<file path="config.mk">
export PLATFORM = sky130hd
export DESIGN_NAME = bounded_deque_with_positional_delete_top
export DESIGN_NICKNAME = d
export VERILOG_FILES = /design/src/rtl/core/bdq_pkg.sv /design/src/rtl/core/bdq_ctrl.sv /design/src/rtl/core/bdq_dp.sv /design/src/rtl/core/bounded_deque_with_positional_delete_top.sv
export SDC_FILE = /design/constraint.sdc
export NUM_CORES = 1
export LEC_CHECK = 0
export BUFFER_PORTS_ARGS = -buffer_cell sky130_fd_sc_hd__clkbuf_2
export CAP_MARGIN = 40
export CORE_MARGIN = 5
export CORE_UTILIZATION = 63
export CTS_BUF_LIST = sky130_fd_sc_hd__clkbuf_16
export DETAILED_ROUTE_END_ITERATION = 7
export GPL_ROUTABILITY_DRIVEN = 0
export PLACE_DENSITY = 0.88
export SYNTH_ARGS = -nofsm -noshare
export SYNTH_HDL_FRONTEND = slang
export SYNTH_SLANG_ARGS = --single-unit
</file>
<file path="constraint.sdc">
create_clock -name clk -period 7.84 [get_ports clk]
set_input_delay 0.392 -clock clk [delete_from_list [all_inputs] [get_ports clk]]
set_output_delay 0.392 -clock clk [all_outputs]
set_load 0.02 [all_outputs]
</file>
<file path="src/rtl/core/bdq_pkg.sv">
// ----------------------------------------------------------------------------
// bdq_pkg
// Shared types and codes for the bounded deque with positional delete.
// ----------------------------------------------------------------------------
`default_nettype none

package bdq_pkg;

    localparam int DEPTH_DEF = 16;
    localparam int OP_W      = 3;
    localparam int WORD_W    = 32;
    localparam int POS_W     = 5;
    localparam int STATUS_W  = 2;
    localparam int COUNT_W   = 5;

    localparam logic [OP_W-1:0] OP_PUSH_FRONT = 3'd0;
    localparam logic [OP_W-1:0] OP_PUSH_BACK  = 3'd1;
    localparam logic [OP_W-1:0] OP_POP_FRONT  = 3'd2;
    localparam logic [OP_W-1:0] OP_POP_BACK   = 3'd3;
    localparam logic [OP_W-1:0] OP_DEL_BEFORE = 3'd4;
    localparam logic [OP_W-1:0] OP_DEL_AFTER  = 3'd5;

    localparam logic [STATUS_W-1:0] ST_OK     = 2'd0;
    localparam logic [STATUS_W-1:0] ST_EMPTY  = 2'd1;
    localparam logic [STATUS_W-1:0] ST_FULL   = 2'd2;
    localparam logic [STATUS_W-1:0] ST_BADPOS = 2'd3;

    typedef struct packed {
        logic [OP_W-1:0]          op;
        logic signed [WORD_W-1:0] value_in;
        logic [POS_W-1:0]         position;
    } req_t;

    typedef struct packed {
        logic signed [WORD_W-1:0] value_out;
        logic [STATUS_W-1:0]      status;
        logic [COUNT_W-1:0]       element_count;
    } rsp_t;

    typedef struct packed {
        logic load;
        logic check;
        logic capture;
        logic shift_rd;
        logic shift_wr;
        logic finish;
    } dp_cmd_t;

    typedef struct packed {
        logic removal;
        logic del;
        logic more;
    } dp_stat_t;

endpackage

`default_nettype wire

</file>
<file path="src/rtl/core/bdq_ctrl.sv">
// ----------------------------------------------------------------------------
// bdq_ctrl
// Sequencer for request decode, store read, shift loop and response.
// ----------------------------------------------------------------------------
`default_nettype none

module bdq_ctrl
    import bdq_pkg::*;
(
    input  wire logic     clk,
    input  wire logic     rst_n,
    input  wire logic     start,
    output logic          busy,
    output logic          done,
    input  wire dp_stat_t stat,
    output dp_cmd_t       cmd
);

    localparam logic [2:0] S_IDLE  = 3'd0;
    localparam logic [2:0] S_CHECK = 3'd1;
    localparam logic [2:0] S_CAPT  = 3'd2;
    localparam logic [2:0] S_SRD   = 3'd3;
    localparam logic [2:0] S_SWR   = 3'd4;
    localparam logic [2:0] S_RESP  = 3'd5;

    logic [2:0] state_reg;
    logic [2:0] state_next;
    logic       accept;

    assign busy   = !((state_reg == S_IDLE) || (state_reg == S_RESP));
    assign accept = start && !busy;
    assign done   = (state_reg == S_RESP);

    always_comb
    begin
        cmd          = '0;
        cmd.load     = accept;
        cmd.check    = (state_reg == S_CHECK);
        cmd.capture  = (state_reg == S_CAPT);
        cmd.shift_rd = (state_reg == S_SRD) && stat.more;
        cmd.finish   = (state_reg == S_SRD) && !stat.more;
        cmd.shift_wr = (state_reg == S_SWR);
    end

    always_comb
    begin
        state_next = state_reg;
        case (state_reg)
            S_IDLE:  state_next = accept ? S_CHECK : S_IDLE;
            S_CHECK: state_next = stat.removal ? S_CAPT : S_RESP;
            S_CAPT:  state_next = stat.del ? S_SRD : S_RESP;
            S_SRD:   state_next = stat.more ? S_SWR : S_RESP;
            S_SWR:   state_next = S_SRD;
            S_RESP:  state_next = accept ? S_CHECK : S_IDLE;
            default: state_next = S_IDLE;
        endcase
    end

    always_ff @(posedge clk or negedge rst_n)
    begin
        if (!rst_n)
        begin
            state_reg <= S_IDLE;
        end
        else
        begin
            state_reg <= state_next;
        end
    end

    a_done_after_work: assert property (@(posedge clk) disable iff (!rst_n)
        done |-> ($past(state_reg) != S_IDLE))
        else $error("response without preceding work");

    a_swr_after_srd: assert property (@(posedge clk) disable iff (!rst_n)
        cmd.shift_wr |-> $past(cmd.shift_rd))
        else $error("shift write without shift read");

    a_no_accept_busy: assert property (@(posedge clk) disable iff (!rst_n)
        cmd.load |=> (state_reg == S_CHECK))
        else $error("accepted transaction not decoded");

endmodule

`default_nettype wire

</file>
<file path="src/rtl/core/bdq_dp.sv">
// ----------------------------------------------------------------------------
// bdq_dp
// Circular word store, head and count registers, request decode and result.
// ----------------------------------------------------------------------------
`default_nettype none

module bdq_dp
    import bdq_pkg::*;
#(
    parameter int DEPTH = DEPTH_DEF
)
(
    input  wire logic    clk,
    input  wire logic    rst_n,
    input  wire req_t    request,
    input  wire dp_cmd_t cmd,
    output dp_stat_t     stat,
    output rsp_t         result
);

    localparam int IW = (DEPTH > 1) ? $clog2(DEPTH) : 1;
    localparam int CW = $clog2(DEPTH + 1);
    localparam int EW = ((CW > POS_W) ? CW : POS_W) + 1;

    function automatic logic [IW-1:0] slot_of(input logic [IW-1:0] head,
                                               input logic [CW-1:0] x);
        logic [CW:0] s;
        s = (CW+1)'(head) + (CW+1)'(x);
        if (s >= (CW+1)'(DEPTH))
            s = s - (CW+1)'(DEPTH);
        return s[IW-1:0];
    endfunction

    logic signed [WORD_W-1:0] mem [DEPTH];
    logic signed [WORD_W-1:0] rdata_reg;

    req_t                     req_reg;
    logic [IW-1:0]            head_reg;
    logic [CW-1:0]            count_reg;
    logic [CW-1:0]            cursor_reg;
    logic                     del_reg;
    logic signed [WORD_W-1:0] value_reg;
    logic [STATUS_W-1:0]      status_reg;

    logic [EW-1:0]            pos_e;
    logic [EW-1:0]            cnt_e;
    logic [STATUS_W-1:0]      chk_status;
    logic [CW-1:0]            rem_k;
    logic                     do_push_f;
    logic                     do_push_b;
    logic                     do_pop_f;
    logic                     do_pop_b;
    logic                     do_del;
    logic [IW-1:0]            head_dec;
    logic [IW-1:0]            head_inc;
    logic [CW-1:0]            cursor_inc;
    logic [IW-1:0]            raddr;
    logic [IW-1:0]            waddr;
    logic signed [WORD_W-1:0] wdata;
    logic                     we;

    always_comb
    begin
        pos_e      = EW'(req_reg.position);
        cnt_e      = EW'(count_reg);
        chk_status = ST_OK;
        rem_k      = '0;
        do_push_f  = 1'b0;
        do_push_b  = 1'b0;
        do_pop_f   = 1'b0;
        do_pop_b   = 1'b0;
        do_del     = 1'b0;
        case (req_reg.op)
            OP_PUSH_FRONT, OP_PUSH_BACK:
            begin
                if (count_reg == CW'(DEPTH))
                    chk_status = ST_FULL;
                else if (req_reg.op == OP_PUSH_FRONT)
                    do_push_f = 1'b1;
                else
                    do_push_b = 1'b1;
            end
            OP_POP_FRONT, OP_POP_BACK:
            begin
                if (count_reg == '0)
                    chk_status = ST_EMPTY;
                else if (req_reg.op == OP_POP_FRONT)
                    do_pop_f = 1'b1;
                else
                begin
                    do_pop_b = 1'b1;
                    rem_k    = count_reg - CW'(1);
                end
            end
            OP_DEL_BEFORE:
            begin
                if (count_reg == '0)
                    chk_status = ST_EMPTY;
                else if ((pos_e < EW'(2)) || (pos_e > cnt_e + EW'(1)))
                    chk_status = ST_BADPOS;
                else
                begin
                    do_del = 1'b1;
                    rem_k  = CW'(pos_e - EW'(2));
                end
            end
            OP_DEL_AFTER:
            begin
                if (count_reg == '0)
                    chk_status = ST_EMPTY;
                else if ((pos_e == '0) || (pos_e >= cnt_e))
                    chk_status = ST_BADPOS;
                else
                begin
                    do_del = 1'b1;
                    rem_k  = CW'(pos_e);
                end
            end
            default:
            begin
                chk_status = ST_OK;
            end
        endcase
    end

    assign head_dec   = (head_reg == '0) ? IW'(DEPTH - 1) : head_reg - IW'(1);
    assign head_inc   = (head_reg == IW'(DEPTH - 1)) ? '0 : head_reg + IW'(1);
    assign cursor_inc = cursor_reg + CW'(1);

    assign stat.removal = do_pop_f || do_pop_b || do_del;
    assign stat.del     = del_reg;
    assign stat.more    = ((CW+1)'(cursor_reg) + (CW+1)'(1)) < (CW+1)'(count_reg);

    assign raddr = cmd.shift_rd ? slot_of(head_reg, cursor_inc) : slot_of(head_reg, rem_k);
    assign we    = cmd.shift_wr || (cmd.check && (do_push_f || do_push_b));
    assign wdata = cmd.shift_wr ? rdata_reg : req_reg.value_in;

    always_comb
    begin
        if (cmd.shift_wr)
            waddr = slot_of(head_reg, cursor_reg);
        else if (do_push_f)
            waddr = head_dec;
        else
            waddr = slot_of(head_reg, count_reg);
    end

    always_ff @(posedge clk)
    begin
        if (we)
            mem[waddr] <= wdata;
        rdata_reg <= mem[raddr];
    end

    always_ff @(posedge clk)
    begin
        if (cmd.load)
            req_reg <= request;
        if (cmd.check)
        begin
            status_reg <= chk_status;
            value_reg  <= '0;
            cursor_reg <= rem_k;
        end
        else if (cmd.shift_wr)
        begin
            cursor_reg <= cursor_inc;
        end
        if (cmd.capture)
            value_reg <= rdata_reg;
    end

    always_ff @(posedge clk or negedge rst_n)
    begin
        if (!rst_n)
        begin
            head_reg  <= '0;
            count_reg <= '0;
            del_reg   <= 1'b0;
        end
        else
        begin
            if (cmd.check)
            begin
                del_reg <= do_del;
                if (do_push_f)
                    head_reg <= head_dec;
                else if (do_pop_f)
                    head_reg <= head_inc;
                if (do_push_f || do_push_b)
                    count_reg <= count_reg + CW'(1);
                else if (do_pop_f || do_pop_b)
                    count_reg <= count_reg - CW'(1);
            end
            else if (cmd.finish)
            begin
                count_reg <= count_reg - CW'(1);
            end
        end
    end

    assign result.value_out     = value_reg;
    assign result.status        = status_reg;
    assign result.element_count = COUNT_W'(count_reg);

    a_count_bound: assert property (@(posedge clk) disable iff (!rst_n)
        count_reg <= CW'(DEPTH))
        else $error("occupancy above depth");

    a_full_no_change: assert property (@(posedge clk) disable iff (!rst_n)
        (cmd.check && (chk_status == ST_FULL))
            |=> (count_reg == $past(count_reg)) && (head_reg == $past(head_reg)))
        else $error("full push changed state");

    a_shift_in_range: assert property (@(posedge clk) disable iff (!rst_n)
        cmd.shift_wr |-> (cursor_reg < count_reg))
        else $error("shift beyond occupied range");

endmodule

`default_nettype wire

</file>
<file path="src/rtl/core/bounded_deque_with_positional_delete_top.sv">
// ----------------------------------------------------------------------------
// bounded_deque_with_positional_delete_top
// Bounded deque of signed words with front/back push/pop and positional delete.
// ----------------------------------------------------------------------------
// Usage:
//   Drive request and raise start; a transaction is taken at a rising edge
//   where start is high and busy is low. Every transaction gives exactly one
//   result on the result port, marked by done for a single cycle; the
//   receiver must take it then, as it cannot stall the block.
// Steps from the accepting edge to the result:
//   push, rejected request, unused op: decode, response
//   pop front / pop back:              decode, capture, response
//   delete before / after:             decode, capture, shift loop, response
//   (one store read and one store write per shifted element, single port
//   each way). A new transaction may be accepted in the cycle done is high,
//   but not while busy is high.
// Reset: rst_n clears head and count, the list is empty and busy is low.
//   Store contents are not cleared; only written entries are ever returned or moved.
// ----------------------------------------------------------------------------
`default_nettype none

module bounded_deque_with_positional_delete_top
    import bdq_pkg::*;
#(
    parameter int DEPTH = DEPTH_DEF
)
(
    input  wire logic clk,
    input  wire logic rst_n,
    input  wire logic start,
    output logic      busy,
    input  wire req_t request,
    output logic      done,
    output rsp_t      result
);

    dp_cmd_t  cmd;
    dp_stat_t stat;

    bdq_ctrl u_ctrl (
        .clk   (clk),
        .rst_n (rst_n),
        .start (start),
        .busy  (busy),
        .done  (done),
        .stat  (stat),
        .cmd   (cmd)
    );

    bdq_dp #(
        .DEPTH (DEPTH)
    ) u_dp (
        .clk     (clk),
        .rst_n   (rst_n),
        .request (request),
        .cmd     (cmd),
        .stat    (stat),
        .result  (result)
    );

endmodule

`default_nettype wire
</file>
# ---- After elaboration in Yosys (flattened, before gate mapping)
# Memory sizes are Yosys's and may differ from the RTL's. A register that Yosys moved wholly into a read port is not among the register bits.
# Cells that the tools add are included.
dict set report word_totals {
  reg_bits 92
  ramBits 512
  input_bits 43
  output_inout_bits 41
  word_cells 133
  mem_count 1
}
dict set report classes {
  n_addsub 16
  magnitude_cmp 8
  eq_ne 13
  muxes 58
  reduce_logical 27
}
# name depth width read_ports rd_ports_with_merged_regs wr line_no
set memory_table {}
lappend memory_table {u_dp.mem 16 32 1 1 1 bdq_dp.sv:34} ;# logic signed [WORD_W-1:0] mem [DEPTH];
# cell count
set ops {}
lappend ops {{32-bit 2-to-1 mux} 3}
lappend ops {{5-bit 2-to-1 mux} 12}
lappend ops {{4-bit 2-to-1 mux} 11}
lappend ops {{4-bit by 5-bit adder with 6-bit output} 4}
lappend ops {{6-bit by 5-bit greater-or-equal comparator with 1-bit output, second input constant} 4}
lappend ops {{1-bit 2-to-1 mux} 21}
lappend ops {{4-bit by 1-bit subtractor with 4-bit output, second input constant} 5}
lappend ops {{3-bit one-hot mux with 5 select lines} 1}
lappend ops {{5-bit one-hot mux with 3 select lines} 1}
lappend ops {{5-bit by 1-bit adder with 6-bit output, second input constant} 2}
lappend ops {{3-bit by 2-bit == test with 1-bit output, second input constant} 4}
lappend ops {{3-bit == test, second input constant} 4}
lappend ops {{5-bit by 1-bit adder with 5-bit output, second input constant} 2}
lappend ops {{5-bit logical NOT} 2}
lappend ops {{2-bit 2-to-1 mux} 5}
lappend ops {{2-bit one-hot mux with 4 select lines} 1}
lappend ops {{2-bit nonzero test} 4}
lappend ops {{1-bit logical OR} 7}
lappend ops {{3-bit by 1-bit == test with 1-bit output, second input constant} 2}
lappend ops {{5-bit by 6-bit > comparator with 1-bit output} 1}
lappend ops {{3-bit logical NOT} 2}
lappend ops {{6-bit by 5-bit < comparator with 1-bit output} 1}
lappend ops {{3-bit 2-to-1 mux} 2}
lappend ops {{2-bit OR reduction} 3}
lappend ops {{other kinds (13)} 18}

# ---- Logic depth before layout (Yosys ltp)
dict set report logic_depth {
  ltp_word 10
  depth_mapped 21
  depth_no_buf 19
}

# ---- Modules after synthesis
# Synthesis repeated with hierarchy kept, for this count alone.
dict set report hier_totals {
  cells_unflattened 1264
  area_unflattened_um2 25303.0
}
# module n_inst cells_per_inst area_each_um2 seq_area_each_um2
set modules_own_cells {}
lappend modules_own_cells {bdq_dp 1 1232 25030.3 18637.9}
lappend modules_own_cells {bdq_ctrl 1 32 272.8 75.1}

# ---- Worst setup path before layout
# OpenSTA, ideal clock, no wires.
dict set report synth_timing {
  path_type {register to register}
  startpoint {register u_dp.count_reg[0]}
  endpoint {register u_dp.rdata_reg[11] (read register of u_dp.mem)}
  setup_ns 0.123
  t_arrival_ns 4.454
  required_time_ns 7.717
  path_slack_ns 3.263
  path_stages_with_launch 20
  path_buffers 2
  cell_sequence {dfrtp_1 > ha_1 > nand3_1 > xnor2_1 > ha_1 > nand3_1 > o21bai_1 > a31oi_1 > nor3_1 > a21oi_1 > o22a_1 > mux2i_1 > ha_1 > inv_1 > fa_1 > clkbuf_1 > clkbuf_1 > mux4_2 > nand4_1 > o211ai_2}
}
dict set report synth_between {
  elab_chain_cells 10
}
# item line_no
set synth_rtl {}
lappend synth_rtl {{start: declaration} bdq_dp.sv:39} ;# logic [CW-1:0] count_reg;
lappend synth_rtl {{start signal: assignment} bdq_dp.sv:191} ;# count_reg <= count_reg + CW'(1);
lappend synth_rtl {{start signal: assignment} bdq_dp.sv:193} ;# count_reg <= count_reg - CW'(1);
lappend synth_rtl {{start signal: assignment} bdq_dp.sv:197} ;# count_reg <= count_reg - CW'(1);
lappend synth_rtl {{5-bit by 1-bit adder with 6-bit output} bdq_dp.sv:99} ;# else if ((pos_e < EW'(2)) || (pos_e > cnt_e + EW'(1)))
lappend synth_rtl {{5-bit by 6-bit > comparator with 1-bit output} bdq_dp.sv:99}
lappend synth_rtl {{1-bit logical OR} bdq_dp.sv:99}
lappend synth_rtl {{5-bit 2-to-1 mux} bdq_dp.sv:99}
lappend synth_rtl {{5-bit 2-to-1 mux} bdq_dp.sv:97} ;# if (count_reg == '0)
lappend synth_rtl {{5-bit one-hot mux with 3 select lines} bdq_dp.sv:73} ;# case (req_reg.op)
lappend synth_rtl {{4-bit by 5-bit adder with 6-bit output} bdq_dp.sv:28} ;# s = (CW+1)'(head) + (CW+1)'(x);
lappend synth_rtl {{6-bit by 5-bit greater-or-equal comparator with 1-bit output / 4-bit by 1-bit subtractor with 4-bit output (equally long branches)} {bdq_dp.sv:29, bdq_dp.sv:30}}
lappend synth_rtl {{4-bit 2-to-1 mux} bdq_dp.sv:29} ;# if (s >= (CW+1)'(DEPTH))
lappend synth_rtl {{4-bit 2-to-1 mux (*)} bdq_dp.sv:134} ;# assign raddr = cmd.shift_rd ? slot_of(head_reg, cursor_inc) : slot_of(head_reg, rem_k);
lappend synth_rtl {{end: declaration} bdq_dp.sv:35} ;# logic signed [WORD_W-1:0] rdata_reg;
# Mark *: on every way between the ends. The rest lies on a longest branch, timed or not.
# A chain may end at the register's enable or synchronous reset.

# ---- Final worst setup path
dict set report layout_timing {
  startpoint {register u_dp.count_reg[0]}
  endpoint {register u_dp.rdata_reg[7] (read register of u_dp.mem)}
}
# The elaborated chain is that of the path after synthesis.

==> results.py <==
metrics = {
    "run_status": {
        "status": "completed",
    },
    "detailed_routing": {
        "wl_per_cell_um": 28.8,
        "via_count": 14100,
        "via_per_inst": 6.72,
        "dr.pass1.iters": 5,
        "routed_wl_um": 60300,
        "ant_nets": 0,
        "remaining_drc_errors": 0,
        "drtIter0Drc": 2033,
    },
    "global_route": {
        "grt_use_total": 0.273,
        "antenna_found_initial": 0,
        "overflow": 0,
        "grt_pass1_wl_um": 91000,
        "grt_pass1_vias": 14800,
        "grt_max_degree": 58,
    },
    "setup_path": {
        "r2r-end": "u_dp.rdata_reg[7]",
        "worst_r2r_path_depth": 19,
        "r2r_setup_slack_ns": 1.89,
        "critPathKind": "reg2reg",
        "r2r_start": "u_dp.count_reg[0]",
        "required_ns": 8.31,
        "cp_max_fo": 44,
        "crit_start": "u_dp.count_reg[0]",
        "worst_setup_path_end_kind": "flip-flop",
        "critPathCapture": "u_dp.rdata_reg[7]",
        "crit_arrival_ns": 6.42,
        "cp-start-kind": "flip-flop",
    },
    "flow_run": {
        "maxCapViolations": 0,
    },
    "clock_network": {
        "clockRootBuffer": "clkbuf_16",
        "postCtsHoldBufs": 41,
        "cts_inserted_buffers": 61,
        "cts_tree": "done",
        "clock_latency_ns": 0.63,
        "postCtsSetupRepairBufs": 0,
        "clock-sinks": 636,
        "cts.repair.resized": 0,
        "ctsHtreeMaxLevel": 2,
        "path_clk_slew_ns": 0.07,
        "clockBufferDepth": 3,
    },
    "synthesis": {
        "ys_seq_area_frac": 0.730,
        "yosysWarnings": 0,
        "synth_ff_type": "edfxtp_1",
        "synth_seq_cells": 636,
        "synth-async-reset-ratio": 0.0204,
        "syn_inst": 1364,
        "synth_edf_count": 591,
        "avgSynthCellArea_sq_um": 18.8,
        "synthesis.nets": 1440,
        "syn-cell-area_sq_um": 25600,
        "synth_cell_types": 67,
    },
    "sta": {
        "setup_ws_ns": 1.89,
        "clock.fmax_mhz": 168,
        "rsz0062_at_grt": "no",
        "worst_pin_slew_ns": 0.792,
        "setup-tns-final_ns": 0,
        "maxSlewViolCount": 0,
        "setup_viol": 0,
        "period_needed_ns": 5.95,
        "hold_violations": 0,
        "fin_skew_ns": 0.0338,
        "min_period_over_period": 0.759,
        "holdWs_ns": 0.0875,
        "max_slew_margin": 0.472,
    },
    "floorplan": {
        "floorplan.initialDensity": 0.641,
        "rows": 73,
        "die_y_um": 212,
        "die_w_um": 212,
        "ios": 84,
        "dieArea_sq_um": 44800,
        "core_sq_um": 40000,
    },
    "worst_hold_path": {
        "hp-class": "in2reg",
    },
    "layout": {
        "final_nets": 1592,
        "area_growth_pct": 14.4,
        "drive_gt1_frac": 0.280,
        "largest_reg_flops": 512,
        "antenna_cells": 0,
    },
    "place": {
        "place_hpwl_um": 31200,
        "numPortBuffers": 83,
        "pre_cts_ws_ns": 2.08,
    },
}
[routing by layer]
metal	vias up	GRT usage	share of wire
met1	7199	0.357	0.35
li1	5788	-	-
met4	0	0.110	0.042
met5	-	0	0
met2	899	0.469	0.52
met3	177	0.0402	0.087
[per-stage QoR]
stage,cell area [sq um],util,cells
after floorplan,25600,-,1364
after global placement,26800,0.670,1934
after detailed placement,26900,0.672,1937
after CTS,29300,0.733,2093
after global routing,29300,0.733,2093
final,29300,0.733,2093
[layout by cell type (no fill, tap or decap), drive strengths merged, types with 13 or more instances in the layout]
| cell | Yosys | layout |
|---|---|---|
| a21oi | 23 | 23 |
| a22o | 32 | 32 |
| and2 | 32 | 32 |
| buf | 28 | 35 |
| clkbuf | 42 | 146 |
| clkinv | 0 | 27 |
| dfrtp | 13 | 13 |
| dfxtp | 32 | 32 |
| dlygate4sd3 | 0 | 41 |
| edfxtp | 591 | 591 |
| ha | 30 | 30 |
| inv | 24 | 39 |
| mux2 | 34 | 34 |
| mux4 | 128 | 128 |
| nand2 | 118 | 118 |
| nand4 | 32 | 32 |
| nor2 | 39 | 39 |
| o211ai | 33 | 33 |
| o21ai | 15 | 15 |
| xnor2 | 16 | 16 |
[worst min-delay path by stage]
stage | start | end | slack, ns | depth (start not counted)
after floorplan | rst_n | u_ctrl.state_reg[0] | 0.1 | 0
after global placement | rst_n | u_dp.count_reg[4] | 0.32 | 1
after detailed placement | rst_n | u_dp.count_reg[2] | 0.32 | 1
after CTS | start | u_ctrl.state_reg[0] | 0.07 | 3
after global routing | start | u_ctrl.state_reg[0] | 0.1 | 3
final | start | u_ctrl.state_reg[0] | 0.09 | 3
[logic make-up after synthesis]
family / after synthesis / synth area share
AO/OA/AOI/OAI: 144 / 0.0481
buffers and inverters: 94 / 0.0171
multiplexers: 166 / 0.129
flip-flops: 636 / 0.730
XOR/XNOR: 24 / 0.00820
adder cells (fa/ha/maj): 33 / 0.0170
AND/OR/NAND/NOR: 267 / 0.0505
[synthesized netlist by cell type, types with 13 or more instances]
cell type	instances	share of area
a21oi_1	23	0.0045
a22o_1	32	0.011
and2_1	32	0.0078
buf_2	16	0.0031
clkbuf_1	41	0.0060
dfrtp_1	13	0.013
dfxtp_1	32	0.025
edfxtp_1	591	0.69
ha_1	30	0.015
inv_1	22	0.0032
mux2_2	34	0.015
mux4_2	128	0.11
nand2_1	118	0.017
nand4_1	32	0.0078
nor2_1	39	0.0057
o211ai_2	30	0.015
o21ai_0	14	0.0027
xnor2_1	16	0.0055
[cell type report]
type,count,area (sq um)
Clock buffer,63,1580
Clock inverter,52,444
Multi-Input combinational cell,634,6680
Sequential cell,636,18700
Tap cell,525,657
Timing Repair Buffer,159,1150
Fill cell,2153,10700
Inverter,24,90.1
[worst max-delay path: stages, from the launching register on]
cell and delay (ns):
dfrtp_1 0.52, ha_1 0.26, nand3_1 0.10, xnor2_1 0.25
ha_1 0.31, nand3_1 0.13, o21bai_1 0.16, a31oi_1 0.18
nor3_1 0.34, a21oi_1 0.21, o22a_1 0.26, mux2i_1 0.23
ha_4 0.17, inv_1 0.06, fa_4 1.31, buf_4 0.52
mux4_2 0.39, nand2_1 0.10, a22o_1 0.17, o211ai_2 0.08
Power is not shown: default switching activity piles up to over one toggle a cycle in this logic, so the estimate is an artifact.
